### src/sv/tlik_pkg.sv
package tlik_pkg;

  // Square root operand and root widths (operand is value << (46 - 2*FRAC_BITS)).
  localparam int OP_W     = 60;
  localparam int SQ_STEPS = OP_W / 2;
  localparam int ROOT_W   = SQ_STEPS;

  // Vectoring-mode arctangent: 23 micro-rotations plus a clamp stage.
  localparam int CD_STEPS = 23;
  localparam int CD_LAT   = CD_STEPS + 1;
  localparam int BK_LAT   = SQ_STEPS + CD_LAT;

  // Angles in units of 2^-16 degree.
  localparam logic [22:0] DEG90 = 23'd5898240;

  // pulse = floor(angle * 449 / 180) + 1, as angle * (449 * ceil(2^24 / 180)) >> 24.
  localparam logic [25:0] PULSE_MUL = 26'd41849943;

  localparam int QDEPTH = 4;
  localparam int ODEPTH = 4;

  // Configuration register indexes.
  localparam logic [7:0] CFG_LINK_LENGTH = 8'd0;
  localparam logic [7:0] CFG_KNEE_MIN    = 8'd1;
  localparam logic [7:0] CFG_FEMUR_MAX   = 8'd2;
  localparam logic [7:0] CFG_HIP_MID     = 8'd3;

  localparam logic [5:0]  RST_LINK_LENGTH = 6'd10;
  localparam logic [31:0] RST_KNEE_MIN    = 32'd808;
  localparam logic [31:0] RST_FEMUR_MAX   = 32'd2694219670;
  localparam logic [31:0] RST_HIP_MID     = 32'd1515539235;

  typedef enum logic [2:0] {
    JOINT_KNEE  = 3'b001,
    JOINT_FEMUR = 3'b010,
    JOINT_HIP   = 3'b100
  } joint_t;

  typedef struct packed {
    logic [1:0]  leg;
    logic [7:0]  knee_trim;
    logic [7:0]  femur_max;
    logic [7:0]  hip_mid;
    logic        reach_zero;
    logic        reach_over;
    logic        h_zero;
    logic        x_pos;
    logic        x_neg;
    logic        sign_diff;
    logic [15:0] ah;
    logic [15:0] ax;
  } side_t;

  typedef struct packed {
    side_t            side;
    logic [OP_W-1:0]  op_a;
    logic [OP_W-1:0]  op_b;
  } desc_t;

  typedef struct packed {
    logic [3:0] servo_channel;
    logic [8:0] pulse_value;
    logic       last_of_leg;
  } result_t;

  // atan(2^-i) in 2^-16 degree units, one radian taken as 57.296 degrees.
  function automatic logic [21:0] atan_entry(input int i);
    logic [21:0] v;
    unique case (i)
      0:  v = 22'd2949131;
      1:  v = 22'd1740974;
      2:  v = 22'd919883;
      3:  v = 22'd466947;
      4:  v = 22'd234380;
      5:  v = 22'd117304;
      6:  v = 22'd58666;
      7:  v = 22'd29335;
      8:  v = 22'd14668;
      9:  v = 22'd7334;
      10: v = 22'd3667;
      11: v = 22'd1833;
      12: v = 22'd917;
      13: v = 22'd458;
      14: v = 22'd229;
      15: v = 22'd115;
      16: v = 22'd57;
      17: v = 22'd29;
      18: v = 22'd14;
      19: v = 22'd7;
      20: v = 22'd4;
      21: v = 22'd2;
      22: v = 22'd1;
      default: v = 22'd0;
    endcase
    return v;
  endfunction

endpackage

### src/sv/tlik_front.sv
module tlik_front #(
  parameter int NUM_LEGS  = 4,
  parameter int FRAC_BITS = 8
) (
  input  logic                 clk,
  input  logic                 rst,
  input  logic                 push,
  output logic                 full,
  input  logic [1:0]           leg_number,
  input  logic signed [15:0]   foot_height,
  input  logic signed [15:0]   forward_offset,
  input  logic                 cfg_valid,
  output logic                 cfg_ready,
  input  logic [7:0]           cfg_index,
  input  logic [31:0]          cfg_data,
  input  logic [2:0]           q_count,
  output logic                 desc_push,
  output tlik_pkg::desc_t      desc
);

  localparam int WW = 14 + 2 * FRAC_BITS;
  localparam int UW = (WW > 32) ? WW : 32;
  localparam int SH = 46 - 2 * FRAC_BITS;

  logic [5:0]  link_length;
  logic [31:0] knee_min_pack;
  logic [31:0] femur_max_pack;
  logic [31:0] hip_mid_pack;

  logic               accept;
  logic               s1v;
  logic [1:0]         s1_leg;
  logic signed [15:0] s1_h;
  logic signed [15:0] s1_x;
  logic [7:0]         s1_knee;
  logic [7:0]         s1_femur;
  logic [7:0]         s1_hip;

  logic               s2v;
  logic [1:0]         s2_leg;
  logic signed [15:0] s2_h;
  logic signed [15:0] s2_x;
  logic [7:0]         s2_knee;
  logic [7:0]         s2_femur;
  logic [7:0]         s2_hip;
  logic [31:0]        s2_hh;
  logic [31:0]        s2_xx;
  logic [11:0]        s2_ll;

  logic signed [31:0] hh_p;
  logic signed [31:0] xx_p;
  logic [31:0]        u;
  logic [WW-1:0]      w;
  logic [UW-1:0]      u_ext;
  logic [UW-1:0]      w_ext;
  logic [UW-1:0]      wmu;

  assign cfg_ready = 1'b1;

  always_ff @(posedge clk) begin
    if (rst) begin
      link_length    <= tlik_pkg::RST_LINK_LENGTH;
      knee_min_pack  <= tlik_pkg::RST_KNEE_MIN;
      femur_max_pack <= tlik_pkg::RST_FEMUR_MAX;
      hip_mid_pack   <= tlik_pkg::RST_HIP_MID;
    end else if (cfg_valid) begin
      unique case (cfg_index)
        tlik_pkg::CFG_LINK_LENGTH: link_length    <= cfg_data[5:0];
        tlik_pkg::CFG_KNEE_MIN:    knee_min_pack  <= cfg_data;
        tlik_pkg::CFG_FEMUR_MAX:   femur_max_pack <= cfg_data;
        tlik_pkg::CFG_HIP_MID:     hip_mid_pack   <= cfg_data;
        default: ;
      endcase
    end
  end

  // Count every target in flight here against the queue room.
  assign full   = (4'(q_count) + 4'(s1v) + 4'(s2v)) >= 4'(tlik_pkg::QDEPTH);
  assign accept = push && !full;

  always_ff @(posedge clk) begin
    if (rst) begin
      s1v <= 1'b0;
      s2v <= 1'b0;
    end else begin
      s1v <= accept;
      s2v <= s1v;
    end
  end

  always_ff @(posedge clk) begin
    if (accept) begin
      s1_leg   <= leg_number;
      s1_h     <= foot_height;
      s1_x     <= forward_offset;
      s1_knee  <= knee_min_pack[{leg_number, 3'b000} +: 8];
      s1_femur <= femur_max_pack[{leg_number, 3'b000} +: 8];
      s1_hip   <= hip_mid_pack[{leg_number, 3'b000} +: 8];
    end
  end

  assign hh_p = s1_h * s1_h;
  assign xx_p = s1_x * s1_x;

  always_ff @(posedge clk) begin
    s2_leg   <= s1_leg;
    s2_h     <= s1_h;
    s2_x     <= s1_x;
    s2_knee  <= s1_knee;
    s2_femur <= s1_femur;
    s2_hip   <= s1_hip;
    s2_hh    <= hh_p;
    s2_xx    <= xx_p;
    s2_ll    <= 12'(link_length * link_length);
  end

  // Squared reach against (2L)^2, both with 2*FRAC_BITS fraction bits.
  assign u     = s2_hh + s2_xx;
  assign w     = WW'({s2_ll, 2'b00}) << (2 * FRAC_BITS);
  assign u_ext = UW'(u);
  assign w_ext = UW'(w);
  assign wmu   = w_ext - u_ext;

  assign desc_push = s2v && ({1'b0, s2_leg} < 3'(NUM_LEGS));

  always_comb begin
    desc.side.leg        = s2_leg;
    desc.side.knee_trim  = s2_knee;
    desc.side.femur_max  = s2_femur;
    desc.side.hip_mid    = s2_hip;
    desc.side.reach_zero = (u == 32'd0);
    desc.side.reach_over = (u_ext >= w_ext);
    desc.side.h_zero     = (s2_h == 16'sd0);
    desc.side.x_pos      = !s2_x[15] && (s2_x != 16'sd0);
    desc.side.x_neg      = s2_x[15];
    desc.side.sign_diff  = s2_x[15] != s2_h[15];
    desc.side.ah         = s2_h[15] ? 16'(-s2_h) : 16'(s2_h);
    desc.side.ax         = s2_x[15] ? 16'(-s2_x) : 16'(s2_x);
    desc.op_a            = tlik_pkg::OP_W'(u) << SH;
    desc.op_b            = tlik_pkg::OP_W'(wmu) << SH;
  end

endmodule

### config.mk
export PLATFORM = sky130hd
export DESIGN_NAME = tlik_front
export DESIGN_NICKNAME = d
export VERILOG_FILES = /design/src/sv/tlik_pkg.sv /design/src/sv/tlik_front.sv
export SDC_FILE = /design/constraint.sdc
export NUM_CORES = 2
export LEC_CHECK = 0
export BUFFER_PORTS_ARGS = -buffer_cell sky130_fd_sc_hd__buf_2
export CORE_MARGIN = 5
export CORE_UTILIZATION = 60
export CTS_CLUSTER_DIAMETER = 200
export DETAILED_ROUTE_END_ITERATION = 6
export PLACE_DENSITY = 0.87
export SLEW_MARGIN = 20
export SYNTH_ARGS = -nofsm -noshare
export SYNTH_HDL_FRONTEND = slang
export SYNTH_SLANG_ARGS = --single-unit
### constraint.sdc
create_clock -name clk -period 16 [get_ports clk]
set_input_delay 2.4 -clock clk [delete_from_list [all_inputs] [get_ports clk]]
set_output_delay 2.4 -clock clk [all_outputs]
set_load 0.005 [all_outputs]
# --- Yosys cells after proc, flatten, opt, wreduce, memory -nomap -nowiden ---
# Cells that the tools add are included.
word_totals:
  regBits: 296
  latch_bits: 0
  ramBits: 0
  rom_bits: 0
  inputBits: 81
  wordCells: 53
  memories: 0
classes:
  add_sub_neg: 6
  mul: 3
  div_mod_pow: 0
  n_lt_le_gt_ge: 2
  n_eq_ne: 4
  shift: 3
  mux: 2
  bitwise_logic: 0
  n_reduce_logical: 12
op_table:
  columns: ["op", "count"]
  rows:
  - ["indexed part select 32 x 6 -> 8 bit", 3]
  - ["multiplier 16 x 16 -> 32 bit", 2]
  - ["adder 32 bit", 1]
  - ["greater-or-equal comparator 32 x 30 -> 1 bit", 1]
  - ["zero test 32 bit", 1]
  - ["two-way mux 16 bit", 2]
  - ["negator 16 bit", 2]
  - ["subtractor 30 bit", 1]
  - ["equality test 8 x 2 -> 1 bit, second input constant", 2]
  - ["zero test 16 bit", 1]
  - ["nonzero test 16 bit", 1]
  - ["multiplier 6 x 6 -> 12 bit", 1]
  - ["equality test 8 x 1 -> 1 bit, second input constant", 1]
  - ["zero test 8 bit", 1]
  - ["AND reduction 2 bit", 4]
  - ["adder 3 x 1 -> 4 bit", 1]
  - ["adder 4 x 1 -> 4 bit", 1]
  - ["greater-or-equal comparator 4 x 3 -> 1 bit, second input constant", 1]
  - ["logical AND 1 bit", 2]
  - ["zero test 1 bit", 2]
  - ["!= test 1 bit", 1]

# --- Longest topological paths before layout ---
depth:
  word_depth: 5
  depth_mapped: 27

# --- Worst setup path before layout ---
# OpenSTA, ideal clock, no wires.
synth_timing:
  path_type: "flip-flop to output port"
  startpoint: "register s2_hh[4]"
  endpoint: "output port desc[59] in the netlist's numbering"
  arrival_ps: 4092
  t_required_ps: 13600
  slack_ps: 9508
  path_stages_with_launch: 20
  path_buffers: 0
  cell_sequence: "dfxtp_1 -> ha_1 -> o21ai_0 -> o21ai_2 -> a311oi_4 -> o21ai_0 -> a31o_2 -> nand4_1 -> a31oi_1 -> o21ai_0 -> nor2b_1 -> xnor2_1 -> ha_1 -> inv_1 -> nor2_1 -> nor2_1 -> nor2_1 -> a31o_2 -> a211oi_1 -> o311ai_1"
synth_rtl:
  columns: ["item", "line_no", "text"]
  rows:
  - ["start: declaration", "tlik_front.sv:46", "logic [31:0] s2_hh;"]
  - ["start signal: assignment", "tlik_front.sv:112", "s2_hh <= hh_p;"]
  - ["end: declaration", "tlik_front.sv:18", "output tlik_pkg::desc_t desc"]

==> summary.md <==
The critical path start-end classification is reg -> out. Derived from the worst setup path, the maximum achievable clock frequency is 125 MHz. In this run the count of I/O pins placed on the die edge is 268. Number of max-slew violations in the final report: 0. For this design, the sink count on the clock tree is 291.

The biggest area contributor in the post-synthesis netlist is fa_1. The count of filler cells inserted in the layout came out at 3939. The initialized floorplan defines 83 standard-cell rows. The post-DP HPWL came out at 57600 microns. Via count of the first global-routing pass: 24000.

Traced cell by cell, the critical path runs through ha_1, o21ai_0, o21ai_2, a311oi_4, o21ai_0, a31o_2, nand4_1, a31oi_1, nor2_1, xnor2_1, ha_1, inv_1, o21ai_0, a21oi_1, o21a_1, a31oi_1, xnor2_1, buf_2. In the routed layout, each cell is associated on average with a via count of 5.44. The total overflow left after global routing is 0. Final clock period utilization by the worst path: 50.0%.

Sorting the synthesized cells by area gives the leading types as fa_1, dfxtp_1, ha_1. The worst min-delay path class is reg -> reg. The overall die height is 238 microns, and the core region area is 0.0513 sq mm. In this run the number of H-tree levels came out at 2.

Counting flops and latches in the post-synthesis netlist gives 291. Summed over all failing endpoints, the final setup total negative slack is 0 ns. The slowest stage of the critical path belongs to the cell a31oi_1. In this run the worst path has a maximum fanout of 8. The required arrival time at the worst endpoint is 13.60 ns. Setup repair after global routing left no endpoint under its margin.

Between clock sinks in the finished design, the worst skew comes to 0.0165 ns. Together, buffers and inverters on the worst path number 2. The buffer cell driving the clock tree root is clkbuf_16.

Counting flops with an async set or reset pin after synthesis yields a share of 0%. The logs give 2 for the final routed DRC violation total and 4086 for the cell count after placement. Leaving out fill and tap cells, the most frequent cell in the layout is inv_1.

For the max-slew headroom at the worst pin, the log shows 32.1%. Maximum root-to-sink buffer count: 3. The count of input and output buffers works out to 206.

The synthesized cell area came out at 0.0311 sq mm. The share of the synthesized area in the top cell type was 30.8%. The kind of start point of the critical path is a register. Counting the buffers created by CTS gives 35.

Among all flip-flop cells after synthesis, the most frequent one is dfxtp_1. The first global-routing pass estimated 118000 microns of wire. For this run, the number of Yosys warnings is 0. The clock latency on the worst-skew pair is 0.55 ns, and the number of maximum-capacitance constraint violations is 0.

For this run, the detailed router's first-pass iteration total came to 7. In the final routed layout, each cell accounts on average for 17.4 microns. In the layout the commonest cells are inv_1, fa_1, nand2_1.

The final weighted congestion in routability-driven placement was 0.900; the count of flip-flops with a built-in enable after synthesis was 58. The count of cells in the finished layout, fillers not included, comes to 4153. In this run, post-CTS repair resized a total of 0 instances. Setup violations remaining at the end of the flow were counted as 0. At the end of the flow, the number of nets in the layout was 4251.

The number of antenna violations at the first check in global routing was 3; the critical path arrival was 5.60 ns. Counting stages on the worst path, the most repeated cell is o21ai_0. The delay contributed by the slowest stage of the critical path was 0.48 ns. Detailed routing inserted a total of 22600 vias. The total length of routed wires is 72200 microns. For the pin with the worst max-slew slack, the measured transition is 1.02 ns. From synthesis to final layout, the design area changed by 7.93%.

The run gives 0 as the hold violation total from the final report. For the finished layout, the period the worst path requires is 8.00 ns. The endpoint kind of the worst setup timing path is an output port. Yosys mapped the design onto 69 distinct sky130hd cell types.

Die area: 0.0564 sq mm. The buffer count from post-CTS setup fixing was 0; the antenna violation net count after detailed routing was 0. The flow ran to the end, but the final reports show violations.

The kind of cell with the highest combined delay along the critical path is compound AO/OA/AOI/OAI gates. The number of violations reported at the end of detailed-routing iteration 0 was 1409; the fraction of final layout cells with drive strength greater than 1 was 9.68%. The die is 238 microns wide.

Entering global routing, the biggest net connects 99 pins. After clock tree synthesis, the clock-pin slew on the worst setup and hold paths is 0.06 ns. TritonCTS built the clock tree. After synthesis, flip-flops and latches occupy 20.6% of the total area. The initial standard-cell utilization of the core was 60.6%. Global-route total usage across every layer: 25.8%. Counting every instance in the synthesized netlist gives 3304. For this design, the CTS-stage hold fixing added 0 buffers. The average instance in the mapped netlist occupies 9.41 sq um. The final reports fail on DRC.
-- sequential cells by signal (all words and copies together) (netlist names) --
register,count
desc_push,1
femur_max_pack,32
hip_mid_pack,32
knee_min_pack,32
link_length,6
s1_femur,8
s1_h,16
s1_hip,8
s1_knee,8
s1_leg,2
s1_x,16
s1v,1
s2_femur,8
s2_h,15
s2_hh,31
s2_hip,8
s2_knee,8
s2_leg,2
s2_ll,11
s2_x,15
s2_xx,31
-- through the flow --
step                      hold WS, ns  utilization [%]  setup slack (ns)  area [sq um]
after global routing            0.345             65.4              7.55         33500
final                           0.340             65.4              8.00         33500
after detailed placement        0.327             63.1              8.77         32400
after floorplan                 0.323                -              9.51         31300
after global placement          0.324             63.1              8.90         32300
after CTS                       0.341             65.4              8.13         33500
-- routing by layer --
metal	track usage (%)	vias to the layer above	part of all wire, %
met5	0	-	0.029
met4	8.43	4	3.5
met3	6.43	194	9.0
met2	44.8	876	50
met1	31.8	11100	37
li1	-	10400	-
-- cell usage after synthesis (all sizes together), types with 42 or more instances --
library cell	n
edfxtp	58
a21o	42
dfxtp	233
buf	68
nand2	410
a21oi	151
o21ai	49
fa	478
clkbuf	101
xnor2	133
inv	705
and2	92
nor2	118
ha	249
-- worst paths after layout --
check,from,endpoint,slack (ns),cells past startpoint
max,s2_hh[5],desc[58],8.00,18
min,s1_hip[4],s2_hip[4],0.34,0
max reg2reg,s1_x[15],s2_xx[30],8.66,24
min reg2reg,s1_hip[4],s2_hip[4],0.34,0
-- cells by family (layout without fill, tap and decap cells) --
group                      after synthesis  after routing  synth area share [%]
adders and majority gates              727            727                  40.8
DFF                                    291            291                  20.6
muxes                                   36             36                  2.13
xor gates and xnor gates               169            169                  4.79
buffers and inverters                  874            981                  11.3
AOI/OAI and AO/OA                      375            375                  7.80
and+or+nand+nor                        830            830                  12.5
other                                    2             64                0.0242
-- cell type report --
class,count,area [sq um],area share (%)
diodes,3,7.51,0.0224
clock inverters,17,164,0.489
clock buffers,47,1010,3.02
repair buffers,212,1080,3.21
inverters,705,2650,7.89
multi-input cells,2198,21400,63.7
well taps,680,851,2.54
flip-flops and latches,291,6410,19.1
Power is not shown: default switching activity piles up to over one toggle a cycle in this logic, so the estimate is an artifact.
