==> src/sv/tlik_pkg.sv <==
package tlik_pkg;

  // Square root operand and root widths (operand is value << (46 - 2*FRAC_BITS)).
  localparam int OP_W     = 60;
  localparam int SQ_STEPS = OP_W / 2;
  localparam int ROOT_W   = SQ_STEPS;

  // Vectoring-mode arctangent: 23 micro-rotations plus a clamp stage.
  localparam int CD_STEPS = 23;
  localparam int CD_LAT   = CD_STEPS + 1;
  localparam int BK_LAT   = SQ_STEPS + CD_LAT;

  // Angles in units of 2^-16 degree.
  localparam logic [22:0] DEG90 = 23'd5898240;

  // pulse = floor(angle * 449 / 180) + 1, as angle * (449 * ceil(2^24 / 180)) >> 24.
  localparam logic [25:0] PULSE_MUL = 26'd41849943;

  localparam int QDEPTH = 4;
  localparam int ODEPTH = 4;

  // Configuration register indexes.
  localparam logic [7:0] CFG_LINK_LENGTH = 8'd0;
  localparam logic [7:0] CFG_KNEE_MIN    = 8'd1;
  localparam logic [7:0] CFG_FEMUR_MAX   = 8'd2;
  localparam logic [7:0] CFG_HIP_MID     = 8'd3;

  localparam logic [5:0]  RST_LINK_LENGTH = 6'd10;
  localparam logic [31:0] RST_KNEE_MIN    = 32'd808;
  localparam logic [31:0] RST_FEMUR_MAX   = 32'd2694219670;
  localparam logic [31:0] RST_HIP_MID     = 32'd1515539235;

  typedef enum logic [2:0] {
    JOINT_KNEE  = 3'b001,
    JOINT_FEMUR = 3'b010,
    JOINT_HIP   = 3'b100
  } joint_t;

  typedef struct packed {
    logic [1:0]  leg;
    logic [7:0]  knee_trim;
    logic [7:0]  femur_max;
    logic [7:0]  hip_mid;
    logic        reach_zero;
    logic        reach_over;
    logic        h_zero;
    logic        x_pos;
    logic        x_neg;
    logic        sign_diff;
    logic [15:0] ah;
    logic [15:0] ax;
  } side_t;

  typedef struct packed {
    side_t            side;
    logic [OP_W-1:0]  op_a;
    logic [OP_W-1:0]  op_b;
  } desc_t;

  typedef struct packed {
    logic [3:0] servo_channel;
    logic [8:0] pulse_value;
    logic       last_of_leg;
  } result_t;

  // atan(2^-i) in 2^-16 degree units, one radian taken as 57.296 degrees.
  function automatic logic [21:0] atan_entry(input int i);
    logic [21:0] v;
    unique case (i)
      0:  v = 22'd2949131;
      1:  v = 22'd1740974;
      2:  v = 22'd919883;
      3:  v = 22'd466947;
      4:  v = 22'd234380;
      5:  v = 22'd117304;
      6:  v = 22'd58666;
      7:  v = 22'd29335;
      8:  v = 22'd14668;
      9:  v = 22'd7334;
      10: v = 22'd3667;
      11: v = 22'd1833;
      12: v = 22'd917;
      13: v = 22'd458;
      14: v = 22'd229;
      15: v = 22'd115;
      16: v = 22'd57;
      17: v = 22'd29;
      18: v = 22'd14;
      19: v = 22'd7;
      20: v = 22'd4;
      21: v = 22'd2;
      22: v = 22'd1;
      default: v = 22'd0;
    endcase
    return v;
  endfunction

endpackage

==> src/sv/tlik_queue.sv <==
module tlik_queue (
  input  logic             clk,
  input  logic             rst,
  input  logic             wr,
  input  tlik_pkg::desc_t  din,
  input  logic             rd,
  output tlik_pkg::desc_t  dout,
  output logic             valid,
  output logic [2:0]       count
);

  localparam int PW = $clog2(tlik_pkg::QDEPTH);

  tlik_pkg::desc_t entries [tlik_pkg::QDEPTH];
  logic [PW-1:0]   wr_ptr;
  logic [PW-1:0]   rd_ptr;

  always_ff @(posedge clk) begin
    if (rst) begin
      wr_ptr <= '0;
      rd_ptr <= '0;
      count  <= '0;
    end else begin
      if (wr) wr_ptr <= wr_ptr + PW'(1);
      if (rd) rd_ptr <= rd_ptr + PW'(1);
      count <= count + 3'(wr) - 3'(rd);
    end
  end

  always_ff @(posedge clk) begin
    if (wr) entries[wr_ptr] <= din;
  end

  assign dout  = entries[rd_ptr];
  assign valid = (count != 3'd0);

endmodule

==> config.mk <==
export PLATFORM = sky130hd
export DESIGN_NAME = tlik_queue
export DESIGN_NICKNAME = d
export VERILOG_FILES = /design/src/sv/tlik_pkg.sv /design/src/sv/tlik_queue.sv
export SDC_FILE = /design/constraint.sdc
export NUM_CORES = 1
export LEC_CHECK = 0
export BUFFER_PORTS_ARGS = -buffer_cell sky130_fd_sc_hd__buf_4
export CAP_MARGIN = 20
export CORE_MARGIN = 2
export CORE_UTILIZATION = 50
export DETAILED_ROUTE_END_ITERATION = 12
export GPL_TIMING_DRIVEN = 1
export HOLD_SLACK_MARGIN = 0.08
export PLACE_DENSITY = 0.74
export SYNTH_ARGS = -nofsm -noshare
export SYNTH_HDL_FRONTEND = slang
export SYNTH_SLANG_ARGS = --single-unit
==> constraint.sdc <==
create_clock -name clk -period 5 [get_ports clk]
set_input_delay 0.25 -clock clk [delete_from_list [all_inputs] [get_ports clk]]
set_output_delay 0.25 -clock clk [all_outputs]
set_load 0.005 [all_outputs]
=== Word level (Yosys, flattened, before mapping) ===
Memories as Yosys holds them, arrays and structs flattened. A register that Yosys moved wholly into a read port is not among the register bits.
Cells that the tools add are included.

* Register bits: 7
* Bits in writable memories: 736
* Output and inout bits: 188
* Memories: 1

{| class="wikitable"
|+ Memories
! memory !! words !! width !! read ports !! clocked after memory_dff !! wr ports !! RTL line !! RTL
|-
| entries || 4 || 184 || 1 || 1 || 1 || tlik_queue.sv:14 || <nowiki>tlik_pkg::desc_t entries [tlik_pkg::QDEPTH];</nowiki>
|}

* Add/sub/neg operators: 4
* Mux-type cells: 4
* Reductions and logical operators: 1

{| class="wikitable"
|+ Operator list
! kind !! number
|-
| $add A2 B1 Y2 const B || 2
|-
| $mux W2 || 2
|-
| $add A3 B1 Y3 || 1
|-
| $reduce_bool A3 Y1 || 1
|-
| $sub A3 B1 Y3 || 1
|-
| $mux W1 || 2
|}

=== Depth between registers and ports, before layout ===
Gate-level depths: netlist of run 1.

* Depth after elaboration: 3
* Gate-level depth with buffers: 7

=== Worst setup path after synthesis of run 1 ===
No wires, ideal clock.

* Path type: reg2reg
* Start point: reg wr_ptr[0]
* End point: mem entries[0][0] (netlist name), enable pin
* Library setup time: 0.566 ns
* Arrival: 4.734 ns
* Data required time: 4.434 ns
* Setup slack: -0.299 ns
* Stages on the path, launching flop included: 4
* Path buffers: 0
* Cells stage by stage: dfxtp_1 > inv_1 > ha_1 > and2_1

{| class="wikitable"
|+ RTL lines
! element !! RTL line !! RTL
|-
| from (decl) || tlik_queue.sv:15 || <nowiki>logic [PW-1:0] wr_ptr;</nowiki>
|-
| from (signal assigned) || tlik_queue.sv:24 || <nowiki>if (wr) wr_ptr <= wr_ptr + PW'(1);</nowiki>
|-
| to (decl) || tlik_queue.sv:14 ||
|}

Straight into the memory's write port.

==> results.yml, run 1 <==
power:
  irDropWorstVdd_mv: 0.371
  finalPower_uw: 14200
  power.switching_uw: 3000
  switching_share_pct: 21.2
  seqPwrFrac_pct: 51.4
  power_frac_comb_pct: 10.5
  intPower_uw: 11200
  powerDensity_nw_per_um2: 405
  p_clk_share_pct: 38.1
  p_leak_uw: 0.0118
yosys:
  syn_inst: 1002
  syn_nets: 1197
  ys_seq_area_share_pct: 82.1
  yosys_warnings: 0
  synth-seq-cells: 745
  synth_cell_types: 23
  syn_avg_cell_area_um2: 27.1
  synth_area_um2: 27100
setup_path:
  path_buf_inv: 2
  cp_slowest_cell: "dfxtp_4"
  critical-path-top-delay-family: "flip-flops"
  r2r_end: "entries[3][43]"
  crit_fanout: 43
  r2r_slack_ps: 2750
  path_depth: 3
  crit_path_cell_trace: "buf_4 > mux4_2 > buf_4"
  worstRegToRegCells: 3
  worstReg2RegStart: "wr_ptr[0]"
  startpoint_type: "flip-flop"
  worstPathArrival_ps: 2820
  path_class: "flip-flop to output pin"
  cpPeakStageDelay_ps: 930
  cp-end-kind: "output pin"
  required_ps: 4750
  cp-endpoint: "dout[98]"
  cpMostUsedCell: "buf_4"
sta:
  max_freq_ghz: 0.325
  rsz0062_at_grt: "no"
  tightestPinTransition_ps: 984
  finalMaxSlewViolations: 0
  fin_hold_ws_ps: 380
  finalSetupViolations: 0
  tns_ps: 0
  post-route-min-period_ps: 3070
  slew_headroom_pct: 34.4
  hold_viol_final: 0
  fin_worst_skew_ps: 15.9
  period_share_pct: 61.5
drt:
  ant_nets: 0
  drt_iter0_drc: 744
  drc: 0
  vias: 12700
  drt-wirelength-per-cell_um: 22.7
  avgViaCountPerCell: 5.35
  dr.pass1.iters: 4
  wl_um: 54100
floorplan:
  die_w_um: 237
  start_util_pct: 50.5
  row_count: 85
  dieArea_um2: 56100
  ios: 376
  chipHeight_um: 237
  core_um2: 53700
clock_network:
  numCtsBuffers: 76
  cts.clk_slew.worst_paths_ps: 60
  cts.sinks: 745
  h-tree-depth: 3
  post_cts.repair.setup_buffers: 0
  clockRootBuffer: "clkbuf_16"
  cts_tree: "done"
  worstSkewPairLatency_ps: 610
  clock_path_buffers: 3
outcome:
  status: "completed"
global_routing:
  grt_pass1_vias: 13900
  grt.total_usage_pct: 19.6
  antenna_found_initial: 6
  grt_first_pass_wirelength_um: 82500
  grt_max_degree: 116
  overflow: 0
finish:
  final_common_cell: "edfxtp_1"
  fin_area_um2: 34900
  mostFrequentLayoutCells: "edfxtp_1, buf_4, dlygate4sd3_1, mux4_2, clkbuf_16"
  fin_nets: 1812
  instances_no_fill: 2378
  drive_above_1_share_pct: 40.8
  syn2layout_area_growth_pct: 28.6
placed_design:
  gp_congestion: 0.736
  portBuffers: 375
  dpl_cell_area_um2: 30600
  placedCellCount: 2048
  dpl.hpwl_um: 30200
flow_run:
  maxCapViolCount: 0
worst_hold_path:
  hp-class: "input pin to flip-flop"
==> state kept, by name, indices dropped and copies added, names as in the netlist, named ones only <==
name and cells:
entries 736, count 3, rd_ptr 2, wr_ptr 2
==> cells in the mapped netlist, drive strengths merged <==
cell | number | share of area (%)
nor2b | 2 | 0.046
nor2 | 5 | 0.069
mux2i | 1 | 0.037
or3 | 1 | 0.023
a21oi | 1 | 0.018
buf | 40 | 1.6
edfxtp | 736 | 81
clkbuf | 1 | 0.014
fa | 1 | 0.074
dfxtp | 9 | 0.66
mux4 | 184 | 15
xor3 | 1 | 0.088
a21bo | 1 | 0.037
nand3b | 1 | 0.028
and2 | 4 | 0.092
ha | 6 | 0.28
xnor2 | 2 | 0.065
inv | 6 | 0.083
==> stage by stage <==
step,util (%),setup slack (ps)
3_3_place_gp,57.1,2390
5_1_grt,65.0,1650
4_1_cts,65.0,1710
3_5_place_dp,57.1,2380
6_report,65.0,1930
2_1_floorplan,-,1760
==> worst register-to-register path, delay by kind of cell (launching register included) <==
family        cells  cell delay (ps)
buf+inv           1              480
simple gates      1              470
flops             1              400
fa+ha+maj         1              180
==> timing repair <==
item                      CTS  global route
hold endpoints to repair  745             0
hold buffers              187             0
resized for setup           0             0
==> power groups by stage <==
stage | Clock [µW] | Sequential [µW] | Combinational [µW]
floorplan | 0 | 7380 | 703
global route | 5750 | 7300 | 1590
detailed placement | 0 | 7410 | 1370
finish | 5390 | 7280 | 1480
CTS | 5520 | 7280 | 1510
global placement | 0 | 7390 | 1360
==> cell type report <==
class	count	area, µm²
flip-flops and latches	745	22300
fillers	3362	18800
repair buffers	578	4940
multi-input cells	210	4390
clock buffers	99	2030
well taps	696	871
clock inverters	39	343
inverters	6	22.5
diodes	5	12.5
==> worst min path at each step <==
stage / startpoint / end / slack, ps / depth (start not counted)
after floorplan: rst / count[0] / 320 / 1
after global placement: din[38] / entries[2][38] / 450 / 1
after detailed placement: din[121] / entries[2][121] / 450 / 1
after CTS: din[140] / entries[1][140] / 340 / 2
after global routing: din[142] / entries[1][142] / 360 / 2
final: din[38] / entries[3][38] / 380 / 2
==> kinds of logic after synthesis <==
logic type	count (synthesis)	share of synthesized area, %
flops	745	82.1
compound gates	2	0.0553
buf+inv	47	1.73
mux	185	15.3
xor+xnor	3	0.152
fa+ha+maj	7	0.351
simple gates	13	0.258
==> routing by layer <==
metal / GRT usage, % / routed length, µm / up-vias
met5: 0 / 13 / -
met3: 4.86 / 3510 / 110
met1: 25.0 / 21200 / 6620
met4: 8.00 / 1810 / 2
li1: - / - / 5586
met2: 32.5 / 27600 / 398
(Power assumes the default switching activity.)
==> run 2, diff against run 1 <==
--- a/config.mk
+++ b/config.mk
@@ -5,6 +5,7 @@
 export SDC_FILE = /design/constraint.sdc
 export NUM_CORES = 1
 export LEC_CHECK = 0
+export ABC_AREA = 1
 export BUFFER_PORTS_ARGS = -buffer_cell sky130_fd_sc_hd__buf_4
 export CAP_MARGIN = 20
 export CORE_MARGIN = 2
@@ -12,7 +13,7 @@
 export DETAILED_ROUTE_END_ITERATION = 12
 export GPL_TIMING_DRIVEN = 1
 export HOLD_SLACK_MARGIN = 0.08
-export PLACE_DENSITY = 0.74
+export PLACE_DENSITY = 0.73
 export SYNTH_ARGS = -nofsm -noshare
 export SYNTH_HDL_FRONTEND = slang
 export SYNTH_SLANG_ARGS = --single-unit
==> constraint.sdc (replaced) <==
create_clock -name clk -period 2.79 [get_ports clk]
set_input_delay 0.1395 -clock clk [delete_from_list [all_inputs] [get_ports clk]]
set_output_delay 0.1395 -clock clk [all_outputs]
set_load 0.005 [all_outputs]
==> run 2 against run 1 <==
Core utilization shrank 0.88 points. Clock-buffer cell count decreased by 6. Clock skew fell by 1.6 ps. Critical endpoint is now dout[155].
==> results.yml, run 2 <==
finish:
  fin_nets: 2965
  final_common_cell: "edfxtp_1"
  fill_cells: 4079
  drive_above_1_share_pct: 22.8
  top_regs: "entries x736, count x3"
  largest_register: "entries"
  mostFrequentLayoutCells: "edfxtp_1, buf_4, inv_1, nand2_1, a21oi_1"
  syn2layout_area_growth_pct: 27.1
  utilization_pct: 64.1
  fin_area_um2: 37800
  largest_reg_flops: 736
power:
  seqPwrFrac_pct: 51.1
  p_leak_uw: 0.0146
  intPower_uw: 19500
  power.switching_uw: 5840
  power_frac_comb_pct: 11.1
  switching_share_pct: 23.1
  finalPower_uw: 25300
  powerDensity_nw_per_um2: 671
  irDropWorstVdd_mv: 0.607
  p_clk_share_pct: 37.7
yosys:
  synthArstFlopShare_pct: 0
  synth_top_cells_by_count: "edfxtp_1, inv_1, nand2_1"
  synth_top_cell_area_share_pct: 74.4
  yosys_warnings: 0
  syn_nets: 2397
  syn_inst: 2202
  synth_edf_count: 736
  synth_cell_types: 17
  synth_area_um2: 29700
  syn_avg_cell_area_um2: 13.5
  synthFlopType: "edfxtp_1"
  synthTopCellsByArea: "edfxtp_1, inv_1, nand2_1, o211ai_2, a21oi_1"
  yosys.area.top_type: "edfxtp_1"
  synth_most_common_cell: "edfxtp_1"
  synth-seq-cells: 745
  ys_seq_area_share_pct: 75.0
global_routing:
  grt_max_degree: 98
  grt.total_usage_pct: 20.7
  antenna_found_initial: 6
  overflow: 0
  grt_first_pass_wirelength_um: 97900
  grt_pass1_vias: 18300
placed_design:
  gp_congestion: 0.795
  dp_slack_ps: 933
  dpl_cell_area_um2: 33500
  dpl.hpwl_um: 38900
  portBuffers: 375
clock_network:
  clockRootBuffer: "clkbuf_16"
  cts.sinks: 745
  numCtsBuffers: 75
  worstSkewPairLatency_ps: 620
  clock_path_buffers: 3
  h-tree-depth: 3
  cts_tree: "done"
  cts.clk_slew.worst_paths_ps: 60
setup_path:
  r2r_end: "entries[1][124]"
  crit_fanout: 43
  required_ps: 2650
  path_class: "flip-flop to output pin"
  cp-end-kind: "output pin"
  cp-endpoint: "dout[155]"
  worstReg2RegStart: "wr_ptr[1]"
  worstRegToRegCells: 5
  worstPathArrival_ps: 2380
  r2r_slack_ps: 1010
  startpoint_type: "flip-flop"
drt:
  drt-wirelength-per-cell_um: 18.1
  wl_met3_um: 4840
  met2WireLength_um: 31800
  dr.max_layer_used: "met5"
  vias: 18600
  wl_um: 65400
  dr.pass1.iters: 5
  drt-met1-wl_um: 27000
  avgViaCountPerCell: 5.16
  drt_iter0_drc: 1438
  ant_nets: 0
  drc: 0
floorplan:
  die_w_um: 248
  core_um2: 58900
  dieArea_um2: 61400
  chipHeight_um: 248
  row_count: 89
  ios: 376
  start_util_pct: 50.4
sta:
  rsz0062_at_grt: "no"
  finalMaxSlewViolations: 0
  tightestPinTransition_ps: 628
  period_share_pct: 90.2
  setup_ws_ps: 273
  post-route-min-period_ps: 2520
  fin_worst_skew_ps: 14.4
  slew_headroom_pct: 58.1
  max_freq_ghz: 0.397
  finalSetupViolations: 0
  hold_viol_final: 0
outcome:
  status: "completed"
worst_hold_path:
  worstHoldPathCells: 3
  hp-class: "input pin to flip-flop"
flow_run:
  maxCapViolCount: 0
==> run 2: cell types whose count changed after synthesis, moves of 12 or more <==
cell / before / now
o21ai_0: 0 / 188
buf_2: 17 / 77
mux4_2: 184 / 0
inv_1: 6 / 384
clkbuf_1: 1 / 24
o211ai_1: 0 / 84
o211ai_2: 0 / 100
nand2_1: 0 / 376
a21oi_1: 1 / 190
buf_6: 1 / 13
==> run 2: area by class of cell <==
cell class	count	area [µm²]	share of cell area, %
clock buffers	93	1970	5.21
clock inverters	40	367	0.971
multi-input cells	950	5320	14.1
inverters	384	1460	3.86
well taps	773	967	2.56
flip-flops and latches	745	22300	59.0
diodes	5	12.5	0.0331
repair buffers	614	5380	14.2
==> run 2: logic make-up after synthesis <==
kind of cell             Yosys count  synth area share (%)
flip-flops                       745                  75.0
adder cells (fa/ha/maj)            7                 0.320
buffers and inverters            507                  7.17
AND/OR/NAND/NOR                  381                  4.82
AO/OA/AOI/OAI                    562                  12.7
==> run 2: power groups by stage <==
stage / logic (µW) / clock network (µW) / registers (µW)
5_1_grt: 3080 / 10200 / 13000
3_5_place_dp: 2580 / 0 / 13200
4_1_cts: 2820 / 9710 / 12900
6_report: 2820 / 9550 / 12900
3_3_place_gp: 2500 / 0 / 13200
2_1_floorplan: 1210 / 0 / 13200
==> run 2: worst min-delay path by stage <==
| stage | slack, ps | start | endpoint |
|---|---|---|---|
| after floorplan | 210 | rst | count[0] |
| after global placement | 320 | rst | count[1] |
| after detailed placement | 330 | rst | count[1] |
| after CTS | 210 | rst | count[1] |
| after global routing | 230 | rst | count[1] |
| final | 260 | rst | count[1] |
==> run 2: repair_timing <==
| action | 4_1_cts | 5_1_grt |
|---|---|---|
| setup buffers | 0 | 0 |
| hold buffers | 187 | 0 |
| gates resized for setup | 0 | 0 |
| endpoints found under the hold margin | 745 | 0 |
==> run 2: worst max-delay path, stage by stage, from the launching register on <==
cell and delay, ps:
dfxtp_4 660, buf_12 260, buf_4 270, a21oi_1 110, o21ai_0 110, nand2_1 150
buf_4 170
==> run 2: per-stage QoR <==
| step | std cells | hold slack [ps] | setup TNS [ps] |
|---|---|---|---|
| 6_report | 3604 | 258 | 0 |
| 2_1_floorplan | 2202 | 211 | -688050 |
| 3_5_place_dp | 3279 | 326 | 0 |
| 4_1_cts | 3599 | 214 | 0 |
| 5_1_grt | 3602 | 228 | 0 |
| 3_3_place_gp | 3279 | 319 | 0 |
==> run 2: per-layer routing <==
| layer | vias to the layer above | global-route usage (%) |
|---|---|---|
| li1 | 8822 | - |
| met1 | 9012 | 26.9 |
| met2 | 625 | 34.6 |
| met3 | 115 | 4.25 |
| met4 | 6 | 7.40 |
| met5 | - | 0 |
==> run 3, diff against run 2 <==
--- a/config.mk
+++ b/config.mk
@@ -9,11 +9,11 @@
 export BUFFER_PORTS_ARGS = -buffer_cell sky130_fd_sc_hd__buf_4
 export CAP_MARGIN = 20
 export CORE_MARGIN = 2
-export CORE_UTILIZATION = 50
+export CORE_UTILIZATION = 52
 export DETAILED_ROUTE_END_ITERATION = 12
 export GPL_TIMING_DRIVEN = 1
 export HOLD_SLACK_MARGIN = 0.08
-export PLACE_DENSITY = 0.73
+export PLACE_DENSITY = 0.76
 export SYNTH_ARGS = -nofsm -noshare
 export SYNTH_HDL_FRONTEND = slang
 export SYNTH_SLANG_ARGS = --single-unit
==> run 3 against run 2 <==
Design area about the same. Sequential share of layout area about the same. Clock power decreased by 0.4%. Register-to-register slack got worse by 110 ps. Worst setup slack worse by 4.7 ps.
==> results.yml, run 3 (synthesis results as in run 2) <==
sta:
  slew_headroom_pct: 61.9
  hold_viol_final: 0
  period_share_pct: 90.4
  tightestPinTransition_ps: 571
  finalSetupViolations: 0
  fin_worst_skew_ps: 20.2
  post-route-min-period_ps: 2520
  max_freq_ghz: 0.396
  fin_hold_ws_ps: 262
  finalMaxSlewViolations: 0
  rsz0062_at_grt: "no"
setup_path:
  crit_path_cell_trace: "buf_12 > a21oi_1 > o21ai_0 > nand2_1 > buf_4"
  cp_slowest_cell: "dfxtp_4"
  path_buf_inv: 2
  critical-path-top-delay-family: "flip-flops"
  crit_fanout: 117
  worstPathArrival_ps: 2380
  startpoint_type: "flip-flop"
  path_class: "flip-flop to output pin"
  required_ps: 2650
  cp-end-kind: "output pin"
  cpPeakStageDelay_ps: 660
drt:
  drt-wirelength-per-cell_um: 18.5
  ant_nets: 0
  drt_iter0_drc: 1598
  drc: 0
  wl_um: 66300
  avgViaCountPerCell: 5.24
  vias: 18800
  dr.pass1.iters: 7
finish:
  multiInputGateArea_um2: 5320
  largest_reg_flops: 736
  regArea_um2: 22300
  largest_register: "entries"
  top_regs: "entries x736, count x3"
  drive_above_1_share_pct: 22.9
  syn2layout_area_growth_pct: 27.0
  fin_nets: 2968
  mostFrequentLayoutCells: "edfxtp_1, buf_4, inv_1, nand2_1, a21oi_1"
  utilization_pct: 66.8
  final_common_cell: "edfxtp_1"
  fill_cells: 3673
floorplan:
  die_w_um: 243
  start_util_pct: 52.6
  dieArea_um2: 59100
  chipHeight_um: 243
  core_um2: 56500
  row_count: 87
  ios: 376
global_routing:
  grt.total_usage_pct: 22.3
  overflow: 0
  grt_max_degree: 118
  grt_pass1_vias: 19500
  antenna_found_initial: 7
  grt_first_pass_wirelength_um: 103000
outcome:
  status: "completed"
power:
  irDropWorstVdd_mv: 0.665
  powerDensity_nw_per_um2: 670
  p_leak_uw: 0.0146
  finalPower_uw: 25300
placed_design:
  portBuffers: 375
  gp_congestion: 0.780
  dpl.hpwl_um: 38400
clock_network:
  post_cts.repair.setup_buffers: 0
  h-tree-depth: 3
  clockRootBuffer: "clkbuf_16"
  worstSkewPairLatency_ps: 610
  cts.clk_slew.worst_paths_ps: 60
  cts.sinks: 745
  cts_resized: 0
  numCtsBuffers: 75
  clock_path_buffers: 3
  cts_tree: "done"
worst_hold_path:
  hp-class: "input pin to flip-flop"
flow_run:
  maxCapViolCount: 0
[run 3: cell count changes in the layout (fill, tap and decap cells not counted), moves of 2 or more]
cell / delta
clkinv_2: +4
clkbuf_8: +3
buf_4: +3
inv_16: -3
bufinv_16: -2
clkbuf_16: +2
[run 3: layout make-up]
class / count / share of cell area, %
multi-input combinational: 950 / 14.1
timing repair buffer: 617 / 14.3
tap: 756 / 2.51
sequential: 745 / 59.1
inverter: 384 / 3.86
clock inverter: 40 / 0.719
clock buffer: 99 / 5.46
antenna: 4 / 0.0265
[run 3: per-layer routing]
layer  track usage (%)  vias up  routed length [µm]
met5                 0        -                  52
met2              38.9      675               34000
met3              5.32      136                5160
li1                  -     8835                   -
met1              27.0     9185               25300
met4              8.30        8                1810
[run 3: timing repair]
item	4_1_cts	5_1_grt
hold buffers	188	0
setup endpoints to repair	0	0
hold endpoints to repair	745	0
[run 3: where the power goes]
group          total, µW  switching [µW]  internal [µW]  leakage, µW
Sequential         13000             145          12800      0.00684
Clock               9510            4100           5410      0.00114
Combinational       2810            1560           1250      0.00663
[run 3: path summary, 6_finish.rpt]
kind,startpoint,end,slack (ps),cells after the start
setup / recovery,flip-flop,dout[41],270,5
hold / removal,rst,count[1],260,3
setup reg to reg,wr_ptr[1],entries[1][145],900,6
hold reg to reg,rd_ptr[1],flip-flop,470,2
[run 3: tightest hold or removal path: stages]
cell and delay [ps]:
dlygate4sd3_1 530, buf_4 130, nor2_1 40
[run 3: metrics by stage]
stage	cell area, µm²	setup slack, ps	TNS [ps]	cells
after detailed placement	33500	925	0	3264
after global placement	33500	958	0	3264
after CTS	37700	253	0	3591
final	37700	268	0	3595
after global routing	37700	104	0	3594
after floorplan	29700	-946	-688050	2202
